File: src/hw/rtl/iota_pkg.sv
// shared types and constants for the interval overlap type accumulator
package iota_pkg;

   localparam int ANNO_DEPTH  = 4096;
   localparam int PILE_DEPTH  = 4096;
   localparam int CLASS_COUNT = 8;
   localparam int ANNO_AW     = $clog2(ANNO_DEPTH);
   localparam int PILE_AW     = $clog2(PILE_DEPTH);
   localparam int CLASS_W     = 3;
   localparam logic [12:0] COUNT_MAX = 13'd8191;

   typedef enum logic [1:0] {
      OP_LOAD_ANNO = 2'd0,
      OP_LOAD_PILE = 2'd1,
      OP_QUERY     = 2'd2,
      OP_CLEAR     = 2'd3
   } opcode_type;

   typedef struct packed {
      logic [1:0]  opcode;
      logic [7:0]  chrom_id;
      logic [30:0] item_start;
      logic [30:0] item_end;
      logic [2:0]  region_class;
      logic [23:0] pileup_level;
   } req_type;

   typedef struct packed {
      logic [2:0]  class_index;
      logic [63:0] class_area;
      logic [31:0] class_width;
      logic [12:0] class_count;
      logic        last_result;
   } rsp_type;

   // controller to datapath
   typedef struct packed {
      logic               latch_query;
      logic               clear_acc;
      logic               anno_rd;
      logic [ANNO_AW-1:0] anno_addr;
      logic               anno_eval;
      logic               pile_rd;
      logic [PILE_AW-1:0] pile_addr;
      logic               pile_eval;
      logic               prod_add;
      logic               emit;
      logic [CLASS_W-1:0] emit_class;
   } dp_cmd_type;

   // datapath to controller
   typedef struct packed {
      logic anno_hit;
   } dp_status_type;

endpackage

File: src/hw/rtl/iota_control.sv
// sequencer for loads, clears and query scans
module iota_control (
   input  logic                   clock,
   input  logic                   reset,
   input  logic                   start,
   input  iota_pkg::req_type      req_data,
   output logic                   busy,
   output logic                   anno_we,
   output logic [iota_pkg::ANNO_AW-1:0] anno_wa,
   output logic                   pile_we,
   output logic [iota_pkg::PILE_AW-1:0] pile_wa,
   output iota_pkg::dp_cmd_type   cmd,
   input  iota_pkg::dp_status_type status,
   output logic                   done
);
   import iota_pkg::*;

   typedef enum logic [2:0] {
      S_IDLE, S_ARD, S_AEV, S_PSCAN, S_DRAIN, S_EMIT
   } state_type;

   state_type state_ff, state_in;
   logic [ANNO_AW:0] anno_fill_ff, anno_fill_in, a_ff, a_in;
   logic [PILE_AW:0] pile_fill_ff, pile_fill_in, p_ff, p_in;
   logic [1:0]       drain_ff, drain_in;
   logic [CLASS_W-1:0] k_ff, k_in;
   logic             acc;

   assign busy = (state_ff != S_IDLE);
   assign acc  = start && !busy;
   assign anno_we = acc && req_data.opcode == OP_LOAD_ANNO && 32'(anno_fill_ff) < ANNO_DEPTH;
   assign pile_we = acc && req_data.opcode == OP_LOAD_PILE && 32'(pile_fill_ff) < PILE_DEPTH;
   assign anno_wa = anno_fill_ff[ANNO_AW-1:0];
   assign pile_wa = pile_fill_ff[PILE_AW-1:0];

   always_comb begin
      state_in = state_ff;
      anno_fill_in = anno_fill_ff;
      pile_fill_in = pile_fill_ff;
      a_in = a_ff; p_in = p_ff; drain_in = drain_ff; k_in = k_ff;
      cmd = '0;
      cmd.anno_addr  = a_ff[ANNO_AW-1:0];
      cmd.pile_addr  = p_ff[PILE_AW-1:0];
      cmd.emit_class = k_ff;
      done = 1'b0;
      unique case (state_ff)
         S_IDLE: begin
            if (anno_we) anno_fill_in = anno_fill_ff + 1'b1;
            if (pile_we) pile_fill_in = pile_fill_ff + 1'b1;
            if (acc && req_data.opcode == OP_CLEAR) begin
               anno_fill_in = '0;
               pile_fill_in = '0;
            end
            if (acc && req_data.opcode == OP_QUERY) begin
               cmd.latch_query = 1'b1;
               cmd.clear_acc   = 1'b1;
               a_in = '0;
               state_in = S_ARD;
            end
         end
         S_ARD: begin
            if (a_ff >= anno_fill_ff) begin
               k_in = '0;
               state_in = S_EMIT;
            end else begin
               cmd.anno_rd = 1'b1;
               state_in = S_AEV;
            end
         end
         S_AEV: begin
            cmd.anno_eval = 1'b1;
            a_in = a_ff + 1'b1;
            p_in = '0;
            state_in = status.anno_hit ? S_PSCAN : S_ARD;
         end
         S_PSCAN: begin
            // one pileup read per cycle; each read is evaluated from the registered read data
            cmd.prod_add = 1'b1;
            cmd.pile_eval = (p_ff != '0);
            if (p_ff < pile_fill_ff) begin
               cmd.pile_rd = 1'b1;
               p_in = p_ff + 1'b1;
            end else begin
               drain_in = 2'd0;
               state_in = S_DRAIN;
            end
         end
         S_DRAIN: begin
            cmd.prod_add = 1'b1;
            drain_in = drain_ff + 2'd1;
            if (drain_ff == 2'd2) state_in = S_ARD;
         end
         S_EMIT: begin
            done = 1'b1;
            k_in = k_ff + 1'b1;
            if (32'(k_ff) == CLASS_COUNT - 1) state_in = S_IDLE;
         end
         default: state_in = S_IDLE;
      endcase
   end

   always_ff @(posedge clock) begin
      if (reset) begin
         state_ff <= S_IDLE;
         anno_fill_ff <= '0;
         pile_fill_ff <= '0;
         a_ff <= '0; p_ff <= '0; drain_ff <= '0; k_ff <= '0;
      end else begin
         state_ff <= state_in;
         anno_fill_ff <= anno_fill_in;
         pile_fill_ff <= pile_fill_in;
         a_ff <= a_in; p_ff <= p_in; drain_ff <= drain_in; k_ff <= k_in;
      end
   end

   assert property (@(posedge clock) disable iff (reset)
      32'(anno_fill_ff) <= ANNO_DEPTH) else $error("annotation fill overrun");
   assert property (@(posedge clock) disable iff (reset)
      32'(pile_fill_ff) <= PILE_DEPTH) else $error("pileup fill overrun");
   assert property (@(posedge clock) disable iff (reset)
      done |-> state_ff == S_EMIT) else $error("result outside emit");
endmodule

File: config.mk
export PLATFORM = sky130hd
export DESIGN_NAME = iota_control
export DESIGN_NICKNAME = d
export VERILOG_FILES = /design/src/hw/rtl/iota_pkg.sv /design/src/hw/rtl/iota_control.sv
export SDC_FILE = /design/constraint.sdc
export NUM_CORES = 1
export LEC_CHECK = 0
export BUFFER_PORTS_ARGS = -buffer_cell sky130_fd_sc_hd__buf_2
export CAP_MARGIN = 40
export CORE_ASPECT_RATIO = 0.5
export CORE_MARGIN = 5
export CORE_UTILIZATION = 40
export CTS_CLUSTER_SIZE = 12
export DETAILED_ROUTE_END_ITERATION = 7
export PLACE_DENSITY = 0.68
export SLEW_MARGIN = 0
export SYNTH_ARGS = -nofsm -noshare
export SYNTH_HDL_FRONTEND = slang
export SYNTH_SLANG_ARGS = --single-unit
export TNS_END_PERCENT = 100
File: constraint.sdc
create_clock -name clock -period 2.65 [get_ports clock]
set_input_delay 0.53 -clock clock [delete_from_list [all_inputs] [get_ports clock]]
set_output_delay 0.53 -clock clock [all_outputs]
set_load 0.01 [all_outputs]
==> impl_summary.txt, run 1 <==
----------------------------------------------------
[Final layout]
  Most frequent standard cell in the layout excluding fill and tap cells ... sky130_fd_sc_hd__buf_2
  Final standard cell area without fillers ... 4510 sq um
  Fill cell total of the finished layout ... 965
  Layout-stage area growth over the synthesis result ... 13.4%
  Utilization after layout ... 47.1%
  Total Nets Final ... 665
  Most frequent cells in the layout ... sky130_fd_sc_hd__buf_2, sky130_fd_sc_hd__dfxtp_1, sky130_fd_sc_hd__nor2_1
  Diode count ... 0
  Fraction of final layout cells sized beyond drive strength 1 ... 24.4%

[Pwr]
  Max VDD drop ... 0.239 mV
  Areal power density over the cells ... 521 nW/um^2
  Standby leakage power ... 1.95 nW
  Final total power ... 2.35 mW

[Routing]
  Met2 wire length ... 4220 microns
  Total wirelength of the detailed-routed design ... 9080 microns
  Topmost layer with routed signal wires ... met4
  Total via count in the routed design ... 3,367
  Count of routing violations after the opening detailed-route iteration ... 180
  Detailed-route wire length on metal 1 ... 4250 microns
  Via count normalized by instance count ... 5.04
  Pre-Repair DR Iteration Count ... 5
  Number of nets with antenna violations after routing ... 0
  Post-detailed-route wirelength per cell ... 13.6 microns
  Routed met3 length ... 527 microns
  Residual DRC count ... 0

[Setup path]
  Delay-heaviest family, CP ... compound AO/OA/AOI/OAI gates
  Worst reg2reg path startpoint ... pile_fill_ff[12]
  Arrival time of data at the critical path endpoint ... 2.05 ns
  Setup CP Type ... reg2out
  Critical path origin ... anno_fill_ff[12]
  Startpoint Class ... register
  List of cells traversed by the critical path ... inv_1 > ha_1 > a21oi_1 > o21ai_2 > a21oi_1 > o31ai_1 > or2_2 > inv_1 > buf_2
  Maximum fanout along the worst path ... 3
  Critical Path Max Stage Delay ... 0.37 ns
  Worst path buffer plus inverter count ... 3
  Cell with the largest stage delay on the worst path ... sky130_fd_sc_hd__dfxtp_2
  Critical Path End Type ... output port
  Required time at the endpoint of the critical path ... 2.12 ns

[Global route]
  Global-route wire length before repair ... 15,100 microns
  Pin count of the biggest net entering global routing ... 28
  Antenna violations before repair ... 0
  GRT Util Overall ... 15.6%
  Via count of the first global-routing pass ... 3,140
  Overflow left after global routing ... 0

[CTS]
  Max Buffers Root-to-Sink ... 2
  Number of buffers created by CTS ... 9
  Source-to-sink clock delay at the later pin of the worst-skew pair ... 0.32 ns
  CTS sink cnt ... 60
  Hold_buf cts ... 0
  TritonCTS clock tree ... yes
  Clock slew seen by the registers of the worst setup and hold paths ... 0.05 ns
  H-tree lvl count ... 3
  Library cell used as clock root buffer ... sky130_fd_sc_hd__clkbuf_16

[Placed design]
  Final HPWL from detailed placement ... 6900 microns
  Final weighted congestion in routability-driven placement ... 0.809
  Number of buffer cells added on primary ports ... 67
  Post-Place Cell Area ... 4130 sq um

[Timing]
  Final hold violation count ... 0
  Maximum operating frequency ... 388 MHz
  Share of the cycle needed by the critical path after routing ... 97.2%
  Post-route minimum period ... 2.58 ns
  Hold slack final ... 0.481 ns
  Number of failing setup endpoints in the final timing report ... 0
  Rel. slew slack ... 63.1%
  Clock tree skew after final layout ... 0.00490 ns
  Slew Limit Fails ... 0
  Unrepaired setup endpoints after global routing ... yes
  Worst Max-Slew Pin Slew ... 0.549 ns
  Final total negative setup slack ... 0 ns

[Die]
  Starting utilization of the core area ... 41.5%
  Num rows ... 25
  Total core area ... 9570 sq um
  Total I/O pin count ... 166
  Die width ... 151 microns
  Height of the chip ... 80.5 microns
  Die area ... 12,200 sq um

[Logic synthesis]
  Post-Synthesis Cells ... 498
  Share of the yosys chip area belonging to registers ... 30.2%
  Synthesized flop and latch total ... 60
  Total nets after synthesis ... 634
  Mean Syn Cell Area ... 7.98 sq um
  Number of distinct library cells after synthesis ... 53
  Warnings from Yosys ... 0
  Netlist Area Pre-Place ... 3980 sq um

[Flow run]
  Max-capacitance violation count ... 0

[Min path]
  HP Start ... drain_ff[0]
  Hold/Removal Path Class ... reg2reg

[Run status]
  Result of the run ... finished clean

----------------------------------------------------
[cells in the mapped netlist, drive strengths merged]
cell type	n	area share, %
a211oi	3	0.69
a21o	3	0.57
a21oi	38	4.8
a22oi	4	1.1
a2bb2oi	3	0.66
a311oi	3	0.66
a31o	2	0.44
a31oi	3	0.47
and2	5	0.79
and3	10	1.6
and3b	1	0.25
buf	55	11
clkbuf	9	0.85
conb	1	0.094
dfxtp	60	30
ha	33	10
inv	40	3.8
mux2	3	0.85
mux2i	3	0.76
nand2	34	3.2
nand2b	3	0.47
nand3	24	3.0
nand3b	3	0.57
nand4	10	1.6
nor2	51	4.8
nor2b	3	0.47
nor3	10	1.4
nor3b	1	0.19
nor4	4	0.63
nor4b	3	1.2
o211ai	4	1.1
o21a	1	0.19
o21ai	22	2.9
o21bai	1	0.19
o31ai	6	1.1
or2	4	0.63
or3	9	1.4
or3b	1	0.22
or4	6	1.1
xnor2	18	4.0
xor2	1	0.22
[timing repair]
action                     in CTS  in global routing
setup buffers                   1                  2
setup endpoints to repair       2                  2
pin swaps                       3                  4
resized for setup               6                 13
cloned                          0                  0
[path summary, 6_finish.rpt]
path / slack (ns) / to / cells after the start
setup / recovery: 0.07 / cmd[32] / 9
hold reg to reg: 0.48 / drain_ff[0] / 1
setup reg to reg: 0.32 / p_ff[1] / 8
hold / removal: 0.48 / drain_ff[0] / 1
[through the flow]
| step | cells | setup slack, ns |
|---|---|---|
| finish | 668 | 0.0730 |
| floorplan | 498 | 0.483 |
| CTS | 666 | 0.00735 |
| global placement | 650 | 0.298 |
| global route | 668 | -0.0587 |
| detailed placement | 650 | 0.306 |
[state kept, by name (all words and copies together), names as in the netlist]
signal,cells
a_ff,13
anno_fill_ff,13
drain_ff,2
k_ff,3
p_ff,13
pile_fill_ff,13
state_ff,3
[routing by layer]
layer / vias up / GRT usage (%)
li1: 1739 / -
met1: 1542 / 20.0
met2: 77 / 25.5
met3: 9 / 4.90
met4: 0 / 4.07
met5: - / 0
[kinds of logic after synthesis]
family	synth area share [%]
other cells	0.0943
mux	1.60
xor+xnor	4.19
fa+ha+maj	10.4
simple gates	23.5
flops	30.2
buf+inv	15.1
compound gates	14.9
[report_power, final]
| group | switching, mW | total, mW | internal, mW |
|---|---|---|---|
| registers | 0.0416 | 0.963 | 0.922 |
| clock network | 0.381 | 1.11 | 0.727 |
| logic | 0.153 | 0.277 | 0.124 |
[final cells by class]
type	count	area, sq um	area share [%]
multi-input cells	334	2220	49.3
flip-flops and latches	60	1210	26.9
repair buffers	84	463	10.3
clock buffers	14	284	6.30
well taps	135	169	3.75
inverters	40	150	3.33
clock inverters	1	5.00	0.111
Power figures use the tool's default switching activity.
==> inputs of run 2 (changes only) <==
- CORE_ASPECT_RATIO: 0.5 -> 1.75
- MAX_ROUTING_LAYER: default -> met4
==> run 2 against run 1 <==
Register-to-register slack barely moved. Total power rose by 0.64%. First-iteration DRC count fell by 1.7%. Clock skew rose by 0.0014 ns. Via count rose by 4.3%. Worst hold slack got worse by 0.0043 ns. Non-clock buffer count fell by 2. Flip-flop and latch count did not move. Largest power group unchanged. Die area fell by 0.34%.
==> impl_summary.txt, run 2 (same netlist as run 1, synthesis figures left out) <==
----------------------------------------------------
[Placed design]
  Worst Setup Slack post-DPL ... 0.259 ns
  Final weighted congestion in routability-driven placement ... 0.843
  Final HPWL from detailed placement ... 7620 microns
  Number of buffer cells added on primary ports ... 67

[Timing]
  Hold slack final ... 0.477 ns
  Final Worst Setup Slack ... 0.0940 ns
  Post-route minimum period ... 2.56 ns
  Maximum operating frequency ... 391 MHz
  Clock tree skew after final layout ... 0.00627 ns
  Share of the cycle needed by the critical path after routing ... 96.5%
  Worst Max-Slew Pin Slew ... 0.582 ns
  Final hold violation count ... 0
  Rel. slew slack ... 61.2%
  Number of failing setup endpoints in the final timing report ... 0
  Slew Limit Fails ... 0

[Die]
  Num rows ... 48
  Die area ... 12,100 sq um
  Height of the chip ... 142 microns
  Die width ... 85.4 microns
  Total I/O pin count ... 166
  Starting utilization of the core area ... 40.6%
  Total core area ... 9790 sq um

[Final layout]
  Diode count ... 0
  Total Nets Final ... 663
  Fill cell total of the finished layout ... 975
  Fraction of final layout cells sized beyond drive strength 1 ... 23.9%
  Layout-stage area growth over the synthesis result ... 12.5%
  Most frequent standard cell in the layout excluding fill and tap cells ... sky130_fd_sc_hd__buf_2
  Most frequent cells in the layout ... sky130_fd_sc_hd__buf_2, sky130_fd_sc_hd__dfxtp_1, sky130_fd_sc_hd__nor2_1

[CTS]
  Number of buffers created by CTS ... 9
  Hold_buf cts ... 0
  CTS sink cnt ... 60
  Library cell used as clock root buffer ... sky130_fd_sc_hd__clkbuf_16
  H-tree lvl count ... 3
  Source-to-sink clock delay at the later pin of the worst-skew pair ... 0.33 ns
  TritonCTS clock tree ... yes
  Max Buffers Root-to-Sink ... 2
  Clock slew seen by the registers of the worst setup and hold paths ... 0.05 ns

[Routing]
  Via count normalized by instance count ... 5.35
  Met2 wire length ... 5510 microns
  Count of routing violations after the opening detailed-route iteration ... 177
  Detailed-route wire length on metal 1 ... 3880 microns
  Total wirelength of the detailed-routed design ... 10,000 microns
  Topmost layer with routed signal wires ... met4
  Number of nets with antenna violations after routing ... 0
  Residual DRC count ... 0
  Routed met3 length ... 428 microns
  Post-detailed-route wirelength per cell ... 15.2 microns
  Total via count in the routed design ... 3,512
  Pre-Repair DR Iteration Count ... 4

[Pwr]
  Clock network power share ... 47.1%
  Standby leakage power ... 1.93 nW
  Proportion of power drawn by flip-flops and latches ... 40.7%
  Max VDD drop ... 0.312 mV
  Switching power total ... 0.610 mW
  Sw frac ... 25.8%
  Areal power density over the cells ... 528 nW/um^2
  Combinational fraction of design power ... 12.1%
  Pint ... 1.75 mW

[Setup path]
  Setup CP Type ... reg2out
  Critical Path Max Stage Delay ... 0.32 ns
  Register-to-Register Setup Slack ... 0.31 ns
  Maximum fanout along the worst path ... 2
  Critical Path End Type ... output port
  Required time at the endpoint of the critical path ... 2.12 ns
  Cell depth of the worst flop-to-flop path ... 8
  Startpoint Class ... register
  Capturing point of the worst reg2reg path ... p_ff[1]
  Worst setup endpoint ... cmd[32]
  Cell seen most often among critical-path stages ... sky130_fd_sc_hd__inv_1
  Worst path buffer plus inverter count ... 3
  Critical path origin ... anno_fill_ff[2]
  Worst reg2reg path startpoint ... pile_fill_ff[12]
  Arrival time of data at the critical path endpoint ... 2.03 ns
  Cell with the largest stage delay on the worst path ... sky130_fd_sc_hd__dfxtp_1
  List of cells traversed by the critical path ... inv_1 > ha_1 > a21oi_1 > o21ai_1 > a31oi_2 > o31ai_2 > or2_4 > inv_1 > buf_2
  Delay-heaviest family, CP ... compound AO/OA/AOI/OAI gates
  Total stage count of the critical path ... 9

[Min path]
  Hold/Removal Path Class ... reg2reg

[Flow run]
  Max-capacitance violation count ... 0

[Global route]
  Overflow left after global routing ... 0
  Pin count of the biggest net entering global routing ... 30
  GRT Util Overall ... 17.3%
  Global-route wire length before repair ... 16,200 microns
  Via count of the first global-routing pass ... 3,407
  Antenna violations before repair ... 0

[Run status]
  Result of the run ... finished clean

----------------------------------------------------
==> run 2: per-stage QoR <==
step | cell area [sq um] | total power, mW | setup TNS, ns | util, % | instances
floorplan | 3980 | 1.20 | 0 | - | 498
global placement | 4120 | 1.26 | 0 | 42.1 | 640
detailed placement | 4120 | 1.27 | 0 | 42.1 | 640
CTS | 4440 | 2.39 | 0 | 45.4 | 657
global route | 4470 | 2.46 | -0.00314 | 45.7 | 657
finish | 4470 | 2.36 | 0 | 45.7 | 657
==> run 2: routing by layer <==
layer | vias up | global-route usage, %
li1 | 1736 | -
met1 | 1682 | 17.5
met2 | 79 | 30.9
met3 | 15 | 3.60
met4 | 0 | 8.67
met5 | - | -
==> run 2: how the worst min path moves through the flow <==
| stage | startpoint | endpoint | cells past startpoint |
|---|---|---|---|
| finish | drain_ff[0] | drain_ff[0] | 1 |
| floorplan | drain_ff[0] | drain_ff[0] | 1 |
| detailed placement | drain_ff[0] | drain_ff[0] | 1 |
| global route | drain_ff[1] | drain_ff[1] | 2 |
| global placement | drain_ff[0] | drain_ff[0] | 1 |
| CTS | drain_ff[0] | drain_ff[0] | 1 |
==> run 2: repair_timing <==
item | 4_1_cts | 5_1_grt
resized for setup | 7 | 13
buffers inserted | 1 | 0
pin swaps | 2 | 2
endpoints found under the setup margin | 2 | 2
==> run 2: cell type report <==
class,count,area (sq um),area share (%)
Multi-Input combinational cell,334,2230,49.8
Clock buffer,15,278,6.21
Tap cell,125,156,3.50
Sequential cell,60,1210,27.0
Inverter,40,150,3.36
Timing Repair Buffer,82,448,10.0
Clock inverter,1,5.00,0.112
==> run 2: power by group through the flow <==
stage	Clock, mW	Sequential (mW)	Combinational, mW
2_1_floorplan	0	0.953	0.249
3_3_place_gp	0	0.980	0.279
3_5_place_dp	0	0.981	0.288
4_1_cts	1.13	0.962	0.289
5_1_grt	1.17	0.966	0.319
6_report	1.11	0.963	0.287
==> inputs of run 3 (changes only) <==
- CORE_UTILIZATION: 40 -> 49
- PLACE_DENSITY: 0.68 -> 0.8
==> run 3 against run 2 <==
Flip-flop and latch count did not move. Critical path depth is the same. Die area shrank 17%. Sequential power about the same. Combinational power hardly changed. Critical path type unchanged. Fmax about the same.
==> impl_summary.txt, run 3 (same netlist as run 1, synthesis figures left out) <==
----------------------------------------------------
[Run status]
  Result of the run ... finished clean

[Min path]
  Number of stages on the worst hold path ... 1
  HP Start ... drain_ff[0]
  Hold/Removal Path Class ... reg2reg
  Min-Delay Endpoint ... drain_ff[0]

[CTS]
  H-tree lvl count ... 3
  Source-to-sink clock delay at the later pin of the worst-skew pair ... 0.34 ns
  Number of buffers created by CTS ... 9
  Max Buffers Root-to-Sink ... 2
  Clock slew seen by the registers of the worst setup and hold paths ... 0.05 ns
  Library cell used as clock root buffer ... sky130_fd_sc_hd__clkbuf_16
  Hold_buf cts ... 0
  TritonCTS clock tree ... yes
  CTS sink cnt ... 60

[Final layout]
  Number of cells in the finished layout apart from fillers ... 625
  Layout-stage area growth over the synthesis result ... 14.5%
  Total Nets Final ... 666
  Most frequent standard cell in the layout excluding fill and tap cells ... sky130_fd_sc_hd__buf_2
  Utilization after layout ... 57.6%
  Final standard cell area without fillers ... 4550 sq um
  Most frequent cells in the layout ... sky130_fd_sc_hd__buf_2, sky130_fd_sc_hd__nor2_1, sky130_fd_sc_hd__dfxtp_1
  Diode count ... 0
  Fraction of final layout cells sized beyond drive strength 1 ... 27.5%

[Routing]
  Residual DRC count ... 0
  Count of routing violations after the opening detailed-route iteration ... 235
  Total wirelength of the detailed-routed design ... 10,400 microns
  Total via count in the routed design ... 3,604
  Pre-Repair DR Iteration Count ... 4
  Post-detailed-route wirelength per cell ... 16.6 microns
  Number of nets with antenna violations after routing ... 0
  Via count normalized by instance count ... 5.77

[Setup path]
  Setup CP Type ... reg2out
  Register-to-Register Setup Slack ... 0.27 ns
  Cell depth of the worst flop-to-flop path ... 8
  Maximum fanout along the worst path ... 5
  Required time at the endpoint of the critical path ... 2.12 ns
  Critical path origin ... a_ff[0]
  Critical Path End Type ... output port
  Capturing point of the worst reg2reg path ... p_ff[1]
  Delay-heaviest family, CP ... compound AO/OA/AOI/OAI gates
  Worst reg2reg path startpoint ... pile_fill_ff[12]
  Arrival time of data at the critical path endpoint ... 2.03 ns
  Cell seen most often among critical-path stages ... sky130_fd_sc_hd__inv_1
  Critical Path Max Stage Delay ... 0.36 ns
  Worst path buffer plus inverter count ... 3
  Startpoint Class ... register
  List of cells traversed by the critical path ... inv_1 > ha_1 > nor2b_1 > o21ai_1 > a31oi_4 > o31ai_1 > or2_2 > inv_1 > buf_2
  Cell with the largest stage delay on the worst path ... sky130_fd_sc_hd__dfxtp_2

[Global route]
  GRT Util Overall ... 20.9%
  Global-route wire length before repair ... 16,300 microns
  Overflow left after global routing ... 0
  Pin count of the biggest net entering global routing ... 29
  Antenna violations before repair ... 0
  Via count of the first global-routing pass ... 3,583

[Timing]
  Final total negative setup slack ... 0 ns
  Hold slack final ... 0.499 ns
  Clock tree skew after final layout ... 0.00774 ns
  Number of failing setup endpoints in the final timing report ... 0
  Rel. slew slack ... 64.0%
  Worst Max-Slew Pin Slew ... 0.536 ns
  Maximum operating frequency ... 391 MHz
  Slew Limit Fails ... 0
  Post-route minimum period ... 2.56 ns
  Share of the cycle needed by the critical path after routing ... 96.5%
  Final hold violation count ... 0
  Final Worst Setup Slack ... 0.0941 ns

[Placed design]
  Number of buffer cells added on primary ports ... 67
  Post-Place Cell Area ... 4070 sq um
  Cells after DPL ... 604
  Final weighted congestion in routability-driven placement ... 0.857
  Worst Setup Slack post-DPL ... 0.251 ns
  Final HPWL from detailed placement ... 7370 microns

[Die]
  Die area ... 10,100 sq um
  Die width ... 78.1 microns
  Starting utilization of the core area ... 50.3%
  Height of the chip ... 129 microns
  Total core area ... 7910 sq um
  Total I/O pin count ... 166
  Num rows ... 43

[Pwr]
  Standby leakage power ... 1.96 nW
  Final total power ... 2.39 mW
  Areal power density over the cells ... 526 nW/um^2
  Max VDD drop ... 0.354 mV

[Flow run]
  Max-capacitance violation count ... 0

----------------------------------------------------
run 3: cell types whose count changed in the layout (fill, tap and decap cells not counted), moves of 4 or more:
| cell | previous run | this run |
|---|---|---|
| sky130_fd_sc_hd__a21oi_1 | 37 | 33 |
| sky130_fd_sc_hd__a21oi_2 | 1 | 5 |
| sky130_fd_sc_hd__dfxtp_1 | 53 | 48 |
| sky130_fd_sc_hd__dfxtp_2 | 7 | 11 |
| sky130_fd_sc_hd__ha_1 | 31 | 26 |
| sky130_fd_sc_hd__ha_4 | 2 | 7 |
run 3: area by class of cell:
cell class	count	area (sq um)
Fill cell	688	3350
Tap cell	90	113
Multi-Input combinational cell	334	2310
Clock inverter	7	67.6
Inverter	40	150
Timing Repair Buffer	85	470
Clock buffer	9	225
Sequential cell	60	1220
run 3: worst max path at each step:
stage | endpoint | slack, ns | cells after the start
final | cmd[32] | 0.09 | 9
after global routing | cmd[32] | -0.01 | 8
after CTS | cmd[18] | 0.01 | 8
after detailed placement | cmd[32] | 0.25 | 9
after global placement | cmd[32] | 0.30 | 9
after floorplan | p_ff[11] | 0.48 | 9
run 3: routing by layer:
layer	GRT usage, %	part of all wire [%]	wire length [microns]
met3	5.29	5.5	567
met1	20.2	36	3750
met4	10.4	3.3	338
met2	37.7	55	5710
met5	-	0	0
run 3: timing repair:
item,in CTS,in global routing
resized for setup,13,22
setup endpoints to repair,2,2
pin swaps,2,2
setup buffers,1,4
run 3: where the power goes:
part | switching [mW] | internal [mW]
combinational | 0.162 | 0.123
sequential | 0.0439 | 0.921
clock | 0.424 | 0.721
total | 0.630 | 1.77
